--- config.mk ---
export PLATFORM = sky130hd
export DESIGN_NAME = triangle_pose_orbit_engine
export DESIGN_NICKNAME = d
export VERILOG_FILES = /design/src/design/toe_pkg.sv /design/src/design/triangle_pose_orbit_engine.sv /design/src/design/toe_cordic.sv
export SDC_FILE = /design/constraint.sdc
export NUM_CORES = 2
export LEC_CHECK = 0
export BUFFER_PORTS_ARGS = -buffer_cell sky130_fd_sc_hd__buf_2
export CORE_ASPECT_RATIO = 0.75
export CORE_MARGIN = 4
export CORE_UTILIZATION = 46
export CTS_CLUSTER_DIAMETER = 80
export CTS_CLUSTER_SIZE = 16
export DETAILED_ROUTE_END_ITERATION = 6
export SETUP_SLACK_MARGIN = 0.1
export SLEW_MARGIN = 20
export SYNTH_ARGS = -nofsm -noshare
export SYNTH_HDL_FRONTEND = slang
export SYNTH_SLANG_ARGS = --single-unit
export TNS_END_PERCENT = 20
--- constraint.sdc ---
create_clock -name clk_i -period 19.3 [get_ports clk_i]
set_clock_uncertainty 0.1 [all_clocks]
set_input_delay 3.86 -clock clk_i [delete_from_list [all_inputs] [get_ports clk_i]]
set_output_delay 3.86 -clock clk_i [all_outputs]
set_load 0.005 [all_outputs]
--- src/design/toe_pkg.sv ---
// Shared types, constants and helper functions of the triangle pose orbit engine.
// Depends on nothing; imported by toe_cordic and triangle_pose_orbit_engine.
`timescale 1ns / 1ps

package toe_pkg;

  // CORDIC gain compensation, Q32
  localparam logic [31:0] KGAIN_Q32  = 32'd2608131496;
  localparam logic [31:0] HALF_TURN  = 32'h8000_0000;
  localparam logic [31:0] THIRD_TURN = 32'h5555_5555;
  localparam logic [31:0] TWO_THIRDS = 32'hAAAA_AAAA;

  typedef enum logic [2:0] {
    CMD_SHOW   = 3'd0,
    CMD_PLACE  = 3'd1,
    CMD_ROTATE = 3'd2,
    CMD_ORBIT  = 3'd3,
    CMD_LOCK   = 3'd4
  } toe_cmd_e;

  typedef enum logic [3:0] {
    S_IDLE,
    S_MUL_X,
    S_MUL_Y,
    S_ROT_GO,
    S_ROT_WAIT,
    S_ORB_END,
    S_VEC_GO,
    S_VEC_WAIT,
    S_VEC_END,
    S_VTX_MUL,
    S_OUT
  } toe_state_e;

  // request to the CORDIC unit
  typedef struct packed {
    logic start;
    logic vec;
  } toe_cordic_req_t;

  // status of the CORDIC unit
  typedef struct packed {
    logic busy;
    logic done;
  } toe_cordic_sts_t;

  // arctangent of 2^-i as a 32-bit binary angle
  function automatic logic [31:0] atan_at(input int i);
    logic [31:0] r;
    case (i)
      0:  r = 32'h20000000;
      1:  r = 32'h12E4051E;
      2:  r = 32'h09FB385B;
      3:  r = 32'h051111D4;
      4:  r = 32'h028B0D43;
      5:  r = 32'h0145D7E1;
      6:  r = 32'h00A2F61E;
      7:  r = 32'h00517C55;
      8:  r = 32'h0028BE53;
      9:  r = 32'h00145F2F;
      10: r = 32'h000A2F98;
      11: r = 32'h000517CC;
      12: r = 32'h00028BE6;
      13: r = 32'h000145F3;
      14: r = 32'h0000A2FA;
      15: r = 32'h0000517D;
      16: r = 32'h000028BE;
      17: r = 32'h0000145F;
      18: r = 32'h00000A30;
      19: r = 32'h00000518;
      20: r = 32'h0000028C;
      21: r = 32'h00000146;
      22: r = 32'h000000A3;
      23: r = 32'h00000051;
      default: r = 32'h0;
    endcase
    return r;
  endfunction

  // Q32 value truncated toward zero to an integer
  function automatic logic signed [63:0] q32_trunc(input logic signed [63:0] v);
    logic signed [63:0] n;
    n = -v;
    return v[63] ? -(n >>> 32) : (v >>> 32);
  endfunction

  // saturate to 16 bits signed
  function automatic logic signed [15:0] sat16(input logic signed [63:0] v);
    logic signed [15:0] r;
    if (v > 64'sd32767) begin
      r = 16'sh7FFF;
    end else if (v < -64'sd32768) begin
      r = 16'sh8000;
    end else begin
      r = v[15:0];
    end
    return r;
  endfunction

endpackage

--- src/design/triangle_pose_orbit_engine.sv ---
// Top level of the triangle pose orbit engine: sequencer, pose, multiplier, ports.
// Depends on toe_pkg and toe_cordic.
//
//  channel  | dir | fields (lowest bit first)
//  s_axis   | in  | tdata: command[2:0], point_x[17:3], point_y[32:18], angle_value[48:33]
//  m_axis   | out | tdata: vertex_x[15:0], vertex_y[31:16]; tlast: last_vertex
//  apb      | in  | radius at addresses 0 to 3
//
// Each vertex passes through the shared CORDIC unit (S_VTX_MUL, S_ROT_GO, S_ROT_WAIT, S_OUT);
// orbit first adds a rotation pass about the pivot, tidal lock a further vectoring pass.
// The input is taken only in the idle state; an unread vertex stalls the sequencer.
// Reset clears the pose and the radius.
`timescale 1ns / 1ps

module triangle_pose_orbit_engine import toe_pkg::*; #(
  parameter int CORDIC_STEPS = 16,
  parameter int ANGLE_BITS   = 16
) (
  input  logic        clk_i,
  input  logic        rst_ni,
  input  logic        s_axis_tvalid_i,
  output logic        s_axis_tready_o,
  // command[2:0], point_x[17:3], point_y[32:18], angle_value[48:33], zero pad
  input  logic [55:0] s_axis_tdata_i,
  output logic        m_axis_tvalid_o,
  input  logic        m_axis_tready_i,
  // vertex_x[15:0], vertex_y[31:16]
  output logic [31:0] m_axis_tdata_o,
  output logic        m_axis_tlast_o,
  input  logic        psel,
  input  logic        penable,
  input  logic        pwrite,
  input  logic [2:0]  paddr,
  input  logic [31:0] pwdata,
  output logic [31:0] prdata,
  output logic        pready
);

  localparam logic [31:0] AMASK = ~((32'd1 << (32 - ANGLE_BITS)) - 32'd1);

  toe_state_e state_q, state_d;

  logic [13:0]        radius_q;
  logic signed [15:0] cx_q, cx_d, cy_q, cy_d;
  logic [15:0]        head_q, head_d;
  logic [2:0]         cmd_q, cmd_d;
  logic signed [14:0] px_q, px_d, py_q, py_d;
  logic [15:0]        ang_q, ang_d;
  logic [1:0]         k_q, k_d;
  logic               vtx_q, vtx_d;
  logic signed [63:0] mx_q, mx_d, my_q, my_d;
  logic               ov_q, ov_d, olast_q, olast_d;
  logic signed [15:0] ox_q, ox_d, oy_q, oy_d;

  logic signed [16:0] mul_a;
  logic signed [32:0] kq;
  logic signed [49:0] prod;

  toe_cordic_req_t    creq;
  toe_cordic_sts_t    csts;
  logic signed [63:0] cx0, cy0, cres_x, cres_y;
  logic signed [33:0] cz0, cres_z;

  logic               in_acc;
  logic [31:0]        rang, a_m, third;
  logic               flip;
  logic signed [16:0] dxv, dyv;
  logic [31:0]        zr;

  // configuration port
  assign pready = 1'b1;
  assign prdata = {18'd0, radius_q};
  always_ff @(posedge clk_i or negedge rst_ni) begin
    if (!rst_ni) begin
      radius_q <= '0;
    end else if (psel && penable && pwrite && !paddr[2]) begin
      radius_q <= pwdata[13:0];
    end
  end

  // shared multiplier by the gain constant
  assign kq   = $signed({1'b0, KGAIN_Q32});
  assign prod = mul_a * kq;

  toe_cordic #(
    .CORDIC_STEPS(CORDIC_STEPS),
    .ANGLE_BITS  (ANGLE_BITS)
  ) u_cordic (
    .clk_i (clk_i),
    .rst_ni(rst_ni),
    .req_i (creq),
    .x0_i  (cx0),
    .y0_i  (cy0),
    .z0_i  (cz0),
    .sts_o (csts),
    .x_o   (cres_x),
    .y_o   (cres_y),
    .z_o   (cres_z)
  );

  assign s_axis_tready_o = (state_q == S_IDLE);
  assign in_acc = s_axis_tvalid_i && s_axis_tready_o;

  // sequencer and datapath control
  always_comb begin
    state_d = state_q;
    cx_d = cx_q;  cy_d = cy_q;  head_d = head_q;
    cmd_d = cmd_q; px_d = px_q; py_d = py_q; ang_d = ang_q;
    k_d = k_q;    vtx_d = vtx_q;
    mx_d = mx_q;  my_d = my_q;
    ox_d = ox_q;  oy_d = oy_q;  olast_d = olast_q;
    ov_d = ov_q && !m_axis_tready_i;
    creq = '0;
    cx0 = '0; cy0 = '0; cz0 = '0;
    mul_a = '0;
    dxv = '0; dyv = '0;
    zr = '0;
    third = '0;
    rang = '0; a_m = '0; flip = 1'b0;
    case (k_q)
      2'd1:    third = THIRD_TURN;
      2'd2:    third = TWO_THIRDS;
      default: third = '0;
    endcase
    case (state_q)
      S_IDLE: begin
        if (in_acc) begin
          cmd_d = s_axis_tdata_i[2:0];
          px_d  = s_axis_tdata_i[17:3];
          py_d  = s_axis_tdata_i[32:18];
          ang_d = s_axis_tdata_i[48:33];
          k_d   = '0;
          case (s_axis_tdata_i[2:0])
            CMD_PLACE: begin
              cx_d   = {s_axis_tdata_i[17], s_axis_tdata_i[17:3]};
              cy_d   = {s_axis_tdata_i[32], s_axis_tdata_i[32:18]};
              head_d = s_axis_tdata_i[48:33];
              state_d = S_VTX_MUL;
            end
            CMD_ROTATE: begin
              head_d  = head_q + s_axis_tdata_i[48:33];
              state_d = S_VTX_MUL;
            end
            CMD_ORBIT, CMD_LOCK: state_d = S_MUL_X;
            default: state_d = S_VTX_MUL;
          endcase
        end
      end
      S_MUL_X: begin
        mul_a   = {cx_q[15], cx_q} - {{2{px_q[14]}}, px_q};
        mx_d    = {{14{prod[49]}}, prod};
        vtx_d   = 1'b0;
        state_d = S_MUL_Y;
      end
      S_MUL_Y: begin
        mul_a   = {cy_q[15], cy_q} - {{2{py_q[14]}}, py_q};
        my_d    = {{14{prod[49]}}, prod};
        state_d = S_ROT_GO;
      end
      S_VTX_MUL: begin
        mul_a   = {3'b000, radius_q};
        mx_d    = {{14{prod[49]}}, prod};
        my_d    = '0;
        vtx_d   = 1'b1;
        state_d = S_ROT_GO;
      end
      S_ROT_GO: begin
        // fold angles outside the right half plane by a half turn
        rang = vtx_q ? ({head_q, 16'd0} + third) : {ang_q, 16'd0};
        a_m  = rang & AMASK;
        flip = (a_m[31:30] == 2'b01) || (a_m[31:30] == 2'b10);
        if (flip) begin
          a_m = a_m ^ HALF_TURN;
          cx0 = -mx_q;
          cy0 = -my_q;
        end else begin
          cx0 = mx_q;
          cy0 = my_q;
        end
        cz0 = {{2{a_m[31]}}, a_m};
        creq.start = 1'b1;
        state_d = S_ROT_WAIT;
      end
      S_ROT_WAIT: begin
        if (csts.done) begin
          state_d = vtx_q ? S_OUT : S_ORB_END;
        end
      end
      S_ORB_END: begin
        cx_d = sat16({{49{px_q[14]}}, px_q} + q32_trunc(cres_x));
        cy_d = sat16({{49{py_q[14]}}, py_q} + q32_trunc(cres_y));
        state_d = (cmd_q == CMD_LOCK) ? S_VEC_GO : S_VTX_MUL;
      end
      S_VEC_GO: begin
        // atan2 of (pivot_x - x) over (pivot_y - y)
        dxv = {{2{py_q[14]}}, py_q} - {cy_q[15], cy_q};
        dyv = {{2{px_q[14]}}, px_q} - {cx_q[15], cx_q};
        if (dxv == '0 && dyv == '0) begin
          head_d  = '0;
          state_d = S_VTX_MUL;
        end else begin
          if (dxv[16]) begin
            cx0 = -{{23{dxv[16]}}, dxv, 24'd0};
            cy0 = -{{23{dyv[16]}}, dyv, 24'd0};
            cz0 = {2'b00, HALF_TURN};
          end else begin
            cx0 = {{23{dxv[16]}}, dxv, 24'd0};
            cy0 = {{23{dyv[16]}}, dyv, 24'd0};
            cz0 = '0;
          end
          creq.start = 1'b1;
          creq.vec   = 1'b1;
          state_d    = S_VEC_WAIT;
        end
      end
      S_VEC_WAIT: begin
        if (csts.done) begin
          state_d = S_VEC_END;
        end
      end
      S_VEC_END: begin
        zr      = (cres_z[31:0] & AMASK) + 32'h0000_8000;
        head_d  = zr[31:16];
        state_d = S_VTX_MUL;
      end
      S_OUT: begin
        if (!ov_q || m_axis_tready_i) begin
          ox_d    = sat16({{48{cx_q[15]}}, cx_q} + q32_trunc(cres_y));
          oy_d    = sat16({{48{cy_q[15]}}, cy_q} - q32_trunc(cres_x));
          olast_d = (k_q == 2'd2);
          ov_d    = 1'b1;
          if (k_q == 2'd2) begin
            k_d     = '0;
            state_d = S_IDLE;
          end else begin
            k_d     = k_q + 2'd1;
            state_d = S_VTX_MUL;
          end
        end
      end
      default: state_d = S_IDLE;
    endcase
  end

  always_ff @(posedge clk_i or negedge rst_ni) begin
    if (!rst_ni) begin
      state_q <= S_IDLE;
      cx_q    <= '0;
      cy_q    <= '0;
      head_q  <= '0;
      k_q     <= '0;
      vtx_q   <= 1'b0;
      ov_q    <= 1'b0;
    end else begin
      state_q <= state_d;
      cx_q    <= cx_d;
      cy_q    <= cy_d;
      head_q  <= head_d;
      k_q     <= k_d;
      vtx_q   <= vtx_d;
      ov_q    <= ov_d;
    end
  end

  // item and datapath words
  always_ff @(posedge clk_i) begin
    cmd_q   <= cmd_d;
    px_q    <= px_d;
    py_q    <= py_d;
    ang_q   <= ang_d;
    mx_q    <= mx_d;
    my_q    <= my_d;
    ox_q    <= ox_d;
    oy_q    <= oy_d;
    olast_q <= olast_d;
  end

  assign m_axis_tvalid_o = ov_q;
  assign m_axis_tdata_o  = {oy_q, ox_q};
  assign m_axis_tlast_o  = olast_q;

  a_ready_quiet: assert property (@(posedge clk_i) disable iff (!rst_ni)
    s_axis_tready_o |-> !csts.busy) else $error("ready while CORDIC runs");
  a_accept_busy: assert property (@(posedge clk_i) disable iff (!rst_ni)
    in_acc |=> !s_axis_tready_o) else $error("second word taken at once");
  a_done_waiting: assert property (@(posedge clk_i) disable iff (!rst_ni)
    csts.done |-> (state_q == S_ROT_WAIT || state_q == S_VEC_WAIT))
    else $error("CORDIC result with no one waiting");
  a_last_third: assert property (@(posedge clk_i) disable iff (!rst_ni)
    state_q == S_OUT && (!ov_q || m_axis_tready_i) && k_q == 2'd2 |=> s_axis_tready_o)
    else $error("no return to idle after third vertex");

endmodule

--- src/design/toe_cordic.sv ---
// Iterative CORDIC unit: one micro-rotation per cycle, rotation or vectoring mode.
// Depends on toe_pkg (arctangent table, request and status structs).
`timescale 1ns / 1ps

module toe_cordic import toe_pkg::*; #(
  parameter int CORDIC_STEPS = 16,
  parameter int ANGLE_BITS   = 16
) (
  input  logic                clk_i,
  input  logic                rst_ni,
  input  toe_cordic_req_t     req_i,
  input  logic signed [63:0]  x0_i,
  input  logic signed [63:0]  y0_i,
  input  logic signed [33:0]  z0_i,
  output toe_cordic_sts_t     sts_o,
  output logic signed [63:0]  x_o,
  output logic signed [63:0]  y_o,
  output logic signed [33:0]  z_o
);

  localparam int CW = $clog2(CORDIC_STEPS);
  localparam logic [CW-1:0] LAST = CW'(CORDIC_STEPS - 1);
  localparam logic [31:0] AMASK = ~((32'd1 << (32 - ANGLE_BITS)) - 32'd1);

  logic signed [63:0] x_q, x_d, y_q, y_d;
  logic signed [33:0] z_q, z_d;
  logic [CW-1:0]      cnt_q, cnt_d;
  logic               busy_q, busy_d, done_q, done_d, vec_q, vec_d;

  logic signed [63:0] xs, ys;
  logic signed [33:0] at;
  logic               pos;

  // one micro-rotation
  always_comb begin
    xs  = x_q >>> cnt_q;
    ys  = y_q >>> cnt_q;
    at  = $signed({2'b00, atan_at(int'(cnt_q)) & AMASK});
    pos = vec_q ? !(y_q > 64'sd0) : !z_q[33];
  end

  always_comb begin
    x_d    = x_q;
    y_d    = y_q;
    z_d    = z_q;
    cnt_d  = cnt_q;
    busy_d = busy_q;
    vec_d  = vec_q;
    done_d = 1'b0;
    if (req_i.start) begin
      x_d    = x0_i;
      y_d    = y0_i;
      z_d    = z0_i;
      vec_d  = req_i.vec;
      cnt_d  = '0;
      busy_d = 1'b1;
    end else if (busy_q) begin
      if (pos) begin
        x_d = x_q - ys;
        y_d = y_q + xs;
        z_d = z_q - at;
      end else begin
        x_d = x_q + ys;
        y_d = y_q - xs;
        z_d = z_q + at;
      end
      cnt_d = cnt_q + 1'b1;
      if (cnt_q == LAST) begin
        busy_d = 1'b0;
        done_d = 1'b1;
      end
    end
  end

  always_ff @(posedge clk_i or negedge rst_ni) begin
    if (!rst_ni) begin
      busy_q <= 1'b0;
      done_q <= 1'b0;
      cnt_q  <= '0;
    end else begin
      busy_q <= busy_d;
      done_q <= done_d;
      cnt_q  <= cnt_d;
    end
  end

  // datapath words
  always_ff @(posedge clk_i) begin
    x_q   <= x_d;
    y_q   <= y_d;
    z_q   <= z_d;
    vec_q <= vec_d;
  end

  assign sts_o.busy = busy_q;
  assign sts_o.done = done_q;
  assign x_o = x_q;
  assign y_o = y_q;
  assign z_o = z_q;

  a_start_idle: assert property (@(posedge clk_i) disable iff (!rst_ni)
    req_i.start |-> !busy_q) else $error("start while busy");
  a_done_after_busy: assert property (@(posedge clk_i) disable iff (!rst_ni)
    done_q |-> $past(busy_q)) else $error("done without a run");
  a_count_idle: assert property (@(posedge clk_i) disable iff (!rst_ni)
    !busy_q && !$past(req_i.start) |-> cnt_q == '0 || done_q || $past(!busy_q))
    else $error("counter moved while idle");

endmodule
==> impl_metrics.sql <==
INSERT INTO impl_metrics (metric_group, metric, value, unit) VALUES
('cts', 'cts-root-buf', 'sky130_fd_sc_hd__clkbuf_16', ''),
('floorplanning', 'start_util', '0.464', ''),
('sta', 'fmaxAchievable', '90.7', 'MHz'),
('detailed_routing', 'vias_per_cell', '6.36', ''),
('sta', 'finalSetupViolations', '0', ''),
('logic_synthesis', 'mappedNetlistArea', '0.0675', 'mm2'),
('sta', 'timing.final.max_slew_violations', '0', ''),
('cts', 'cts_buffers', '45', ''),
('run', 'max_cap_violations', '0', ''),
('cts', 'max-clock-path-buffers', '3', ''),
('logic_synthesis', 'postSynthCellCount', '8267', ''),
('detailed_routing', 'drtAntennaViolNets', '0', ''),
('final_layout', 'area.growth.synth_to_final', '5.62', '%'),
('logic_synthesis', 'seq_area_frac_synth', '0.172', ''),
('worst_setup_path', 'critPathRequiredTime', '19.61', 'ns'),
('global_routing', 'grt_remaining_overflow', '0', ''),
('detailed_routing', 'drt-total-wl', '251000', 'um'),
('sta', 'worst-slew-pin-transition', '1.38', 'ns'),
('final_layout', 'final_common_cell', 'sky130_fd_sc_hd__nand2_1', ''),
('logic_synthesis', 'ys_ff_latch', '399', ''),
('worst_setup_path', 'crit_path_max_fanout', '6', ''),
('detailed_routing', 'vias', '64445', ''),
('cts', 'cts.repair.resized', '0', ''),
('floorplanning', 'die_outline_area', '0.153', 'mm2'),
('sta', 'setup-tns-final', '0', 'ns'),
('final_layout', 'layout.nets', '9107', ''),
('worst_setup_path', 'crit_arrival', '11.34', 'ns'),
('worst_setup_path', 'crit_buf_inv', '7', ''),
('worst_setup_path', 'critical_path.endpoint_type', 'flip-flop', ''),
('min_path', 'min_path_type', 'flip-flop to flip-flop', ''),
('worst_setup_path', 'timing.critical_path.max_delay_family', 'compound AO/OA/AOI/OAI gates', ''),
('detailed_routing', 'violation_count_after_the_first_detailed_route_iteration', '7939', ''),
('outcome', 'status', 'completed', ''),
('logic_synthesis', 'edff_count_synth', '323', ''),
('detailed_routing', 'detail_route.drc_violations', '0', ''),
('floorplanning', 'die_height', '340', 'um'),
('logic_synthesis', 'synth_cell_types', '97', ''),
('global_routing', 'gr-usage-all-layers', '0.316', ''),
('worst_setup_path', 'timing.rr.start', 'cx_q[0]', ''),
('cts', 'clock_tree.htree_level_count', '2', ''),
('place', 'dp_hpwl', '204000', 'um'),
('global_routing', 'grt_first_pass_wirelength', '376000', 'um'),
('place', 'final_estimated_routing_congestion_in_global_placement', '1.01', ''),
('final_layout', 'multiInputGateArea', '0.0523', 'mm2'),
('worst_setup_path', 'path_common_cell', 'sky130_fd_sc_hd__inv_1', ''),
('logic_synthesis', 'synth_flop_cell', 'sky130_fd_sc_hd__edfxtp_1', ''),
('floorplanning', 'row_count', '121', ''),
('cts', 'worstSkewPairLatency', '0.69', 'ns'),
('floorplanning', 'floorplan.io_pins', '166', ''),
('logic_synthesis', 'synthesis.yosys.warnings', '0', ''),
('final_layout', 'layout.cells.most_common_list', '763 x sky130_fd_sc_hd__nand2_1, 676 x sky130_fd_sc_hd__ha_1, 665 x sky130_fd_sc_hd__a21oi_1', ''),
('global_routing', 'grt_max_degree', '76', ''),
('cts', 'cts.sink_count', '399', ''),
('cts', 'cts.reportedPaths.clkPinSlew', '0.08', 'ns'),
('worst_setup_path', 'start_kind', 'flip-flop', ''),
('detailed_routing', 'route.detailed.wl_per_inst', '24.8', 'um'),
('global_routing', 'first_global_vias', '59114', ''),
('worst_setup_path', 'cell_with_the_largest_stage_delay_on_the_worst_path', 'sky130_fd_sc_hd__o31ai_1', ''),
('worst_setup_path', 'critical_path.reg2reg.endpoint', 'my_q[62]', ''),
('worst_setup_path', 'worstRegToRegCells', '40', ''),
('place', 'portBuffers', '119', ''),
('worst_setup_path', 'critical_path.endpoint', 'my_q[62]', ''),
('worst_setup_path', 'crit_path_start', 'cx_q[0]', ''),
('final_layout', 'drive_above_1_share', '0.0732', ''),
('worst_setup_path', 'cpPeakStageDelay', '0.63', 'ns'),
('logic_synthesis', 'synth-async-reset-ratio', '0.190', ''),
('worst_setup_path', 'reg2reg_setup_slack', '8.27', 'ns'),
('cts', 'cts_tree', 'done', ''),
('sta', 'finalHoldViolCount', '0', ''),
('final_layout', 'fill_cells', '14217', ''),
('cts', 'post-cts-setup-buffers', '0', '');
[cells in the mapped netlist, drive strengths merged (49+ instances only)]
master  number  area share
a211oi      66      0.0073
a21o       317       0.035
a21oi      666       0.049
a31oi       93      0.0086
and2        64      0.0060
and3        81      0.0075
buf         87      0.0067
clkbuf     312       0.017
dfrtp       76       0.028
edfxtp     323        0.14
fa         204       0.061
ha         676        0.13
inv        605       0.034
mux2        65       0.011
mux2i      118       0.018
mux4       137       0.047
nand2      766       0.043
nand2b      94      0.0087
nand3      164       0.012
nand4      141       0.013
nor2       561       0.031
nor2b      120       0.011
nor3       143       0.011
nor4        80      0.0074
o211ai      65      0.0072
o21a        77      0.0086
o21ai      521       0.039
o21bai      79      0.0088
o221ai      49      0.0064
o22ai       55      0.0051
o31ai       72      0.0080
or2         56      0.0052
or3         56      0.0053
xnor2      455       0.059
xor2       321       0.042
[routing by layer]
metal  up-vias  global-route usage  routed length [um]  share of wire
met5         -                   0                  27        0.00011
met4         4              0.0572                4730          0.019
met3       239              0.0884               31900           0.13
met2      3204               0.411               93300           0.37
met1     31041               0.509              121000           0.48
li1      29957                   -                   -              -
[sequential cells by signal, summed over array words and instances, names as in the netlist, 15 cells and up]
register      cells
oy_q             16
head_q           16
mx_q             47
ox_q             16
my_q             47
cx_q             16
cy_q             16
ang_q            16
u_cordic.x_o     64
u_cordic.y_o     64
px_q             15
u_cordic.z_o     18
py_q             15
[kinds of logic (layout without fill, tap and decap cells)]
| family | after synthesis | in the layout | share of synthesized area |
|---|---|---|---|
| AOI/OAI and AO/OA | 2377 | 2377 | 0.225 |
| xor gates and xnor gates | 776 | 776 | 0.101 |
| adders and majority gates | 880 | 880 | 0.186 |
| buffers and inverters | 1005 | 885 | 0.0578 |
| DFF | 399 | 399 | 0.172 |
| muxes | 320 | 320 | 0.0750 |
| other | 2 | 24 | 0.000111 |
| and+or+nand+nor | 2508 | 2508 | 0.184 |
[through the flow]
step	util	hold WS (ns)	cell area, um2	instances	setup slack [ns]
after floorplan	-	0.325	67600	8284	10.20
final	0.490	0.409	71300	10137	8.27
after global placement	0.480	0.381	69800	10049	8.45
after detailed placement	0.480	0.395	69800	10049	8.34
after CTS	0.490	0.408	71200	10131	8.26
after global routing	0.490	0.424	71300	10134	7.62
[cell type report]
type	count	share of cell area
clock inverters	24	0.00369
flip-flops and latches	399	0.163
repair buffers	197	0.0166
multi-input cells	6880	0.733
diodes	5	0.000176
well taps	1968	0.0345
clock buffers	58	0.0168
inverters	606	0.0320
[worst min-delay path by stage]
stage                       to            start  cells past startpoint
floorplan           state_q[0]  u_cordic.done_q                      1
CTS                     k_q[0]           k_q[0]                      1
finish                  k_q[0]           k_q[0]                      1
global placement        k_q[0]           k_q[0]                      1
detailed placement      k_q[0]           k_q[0]                      1
global route            k_q[0]           k_q[0]                      1
Power is not shown: default switching activity piles up to over one toggle a cycle in this logic, so the estimate is an artifact.
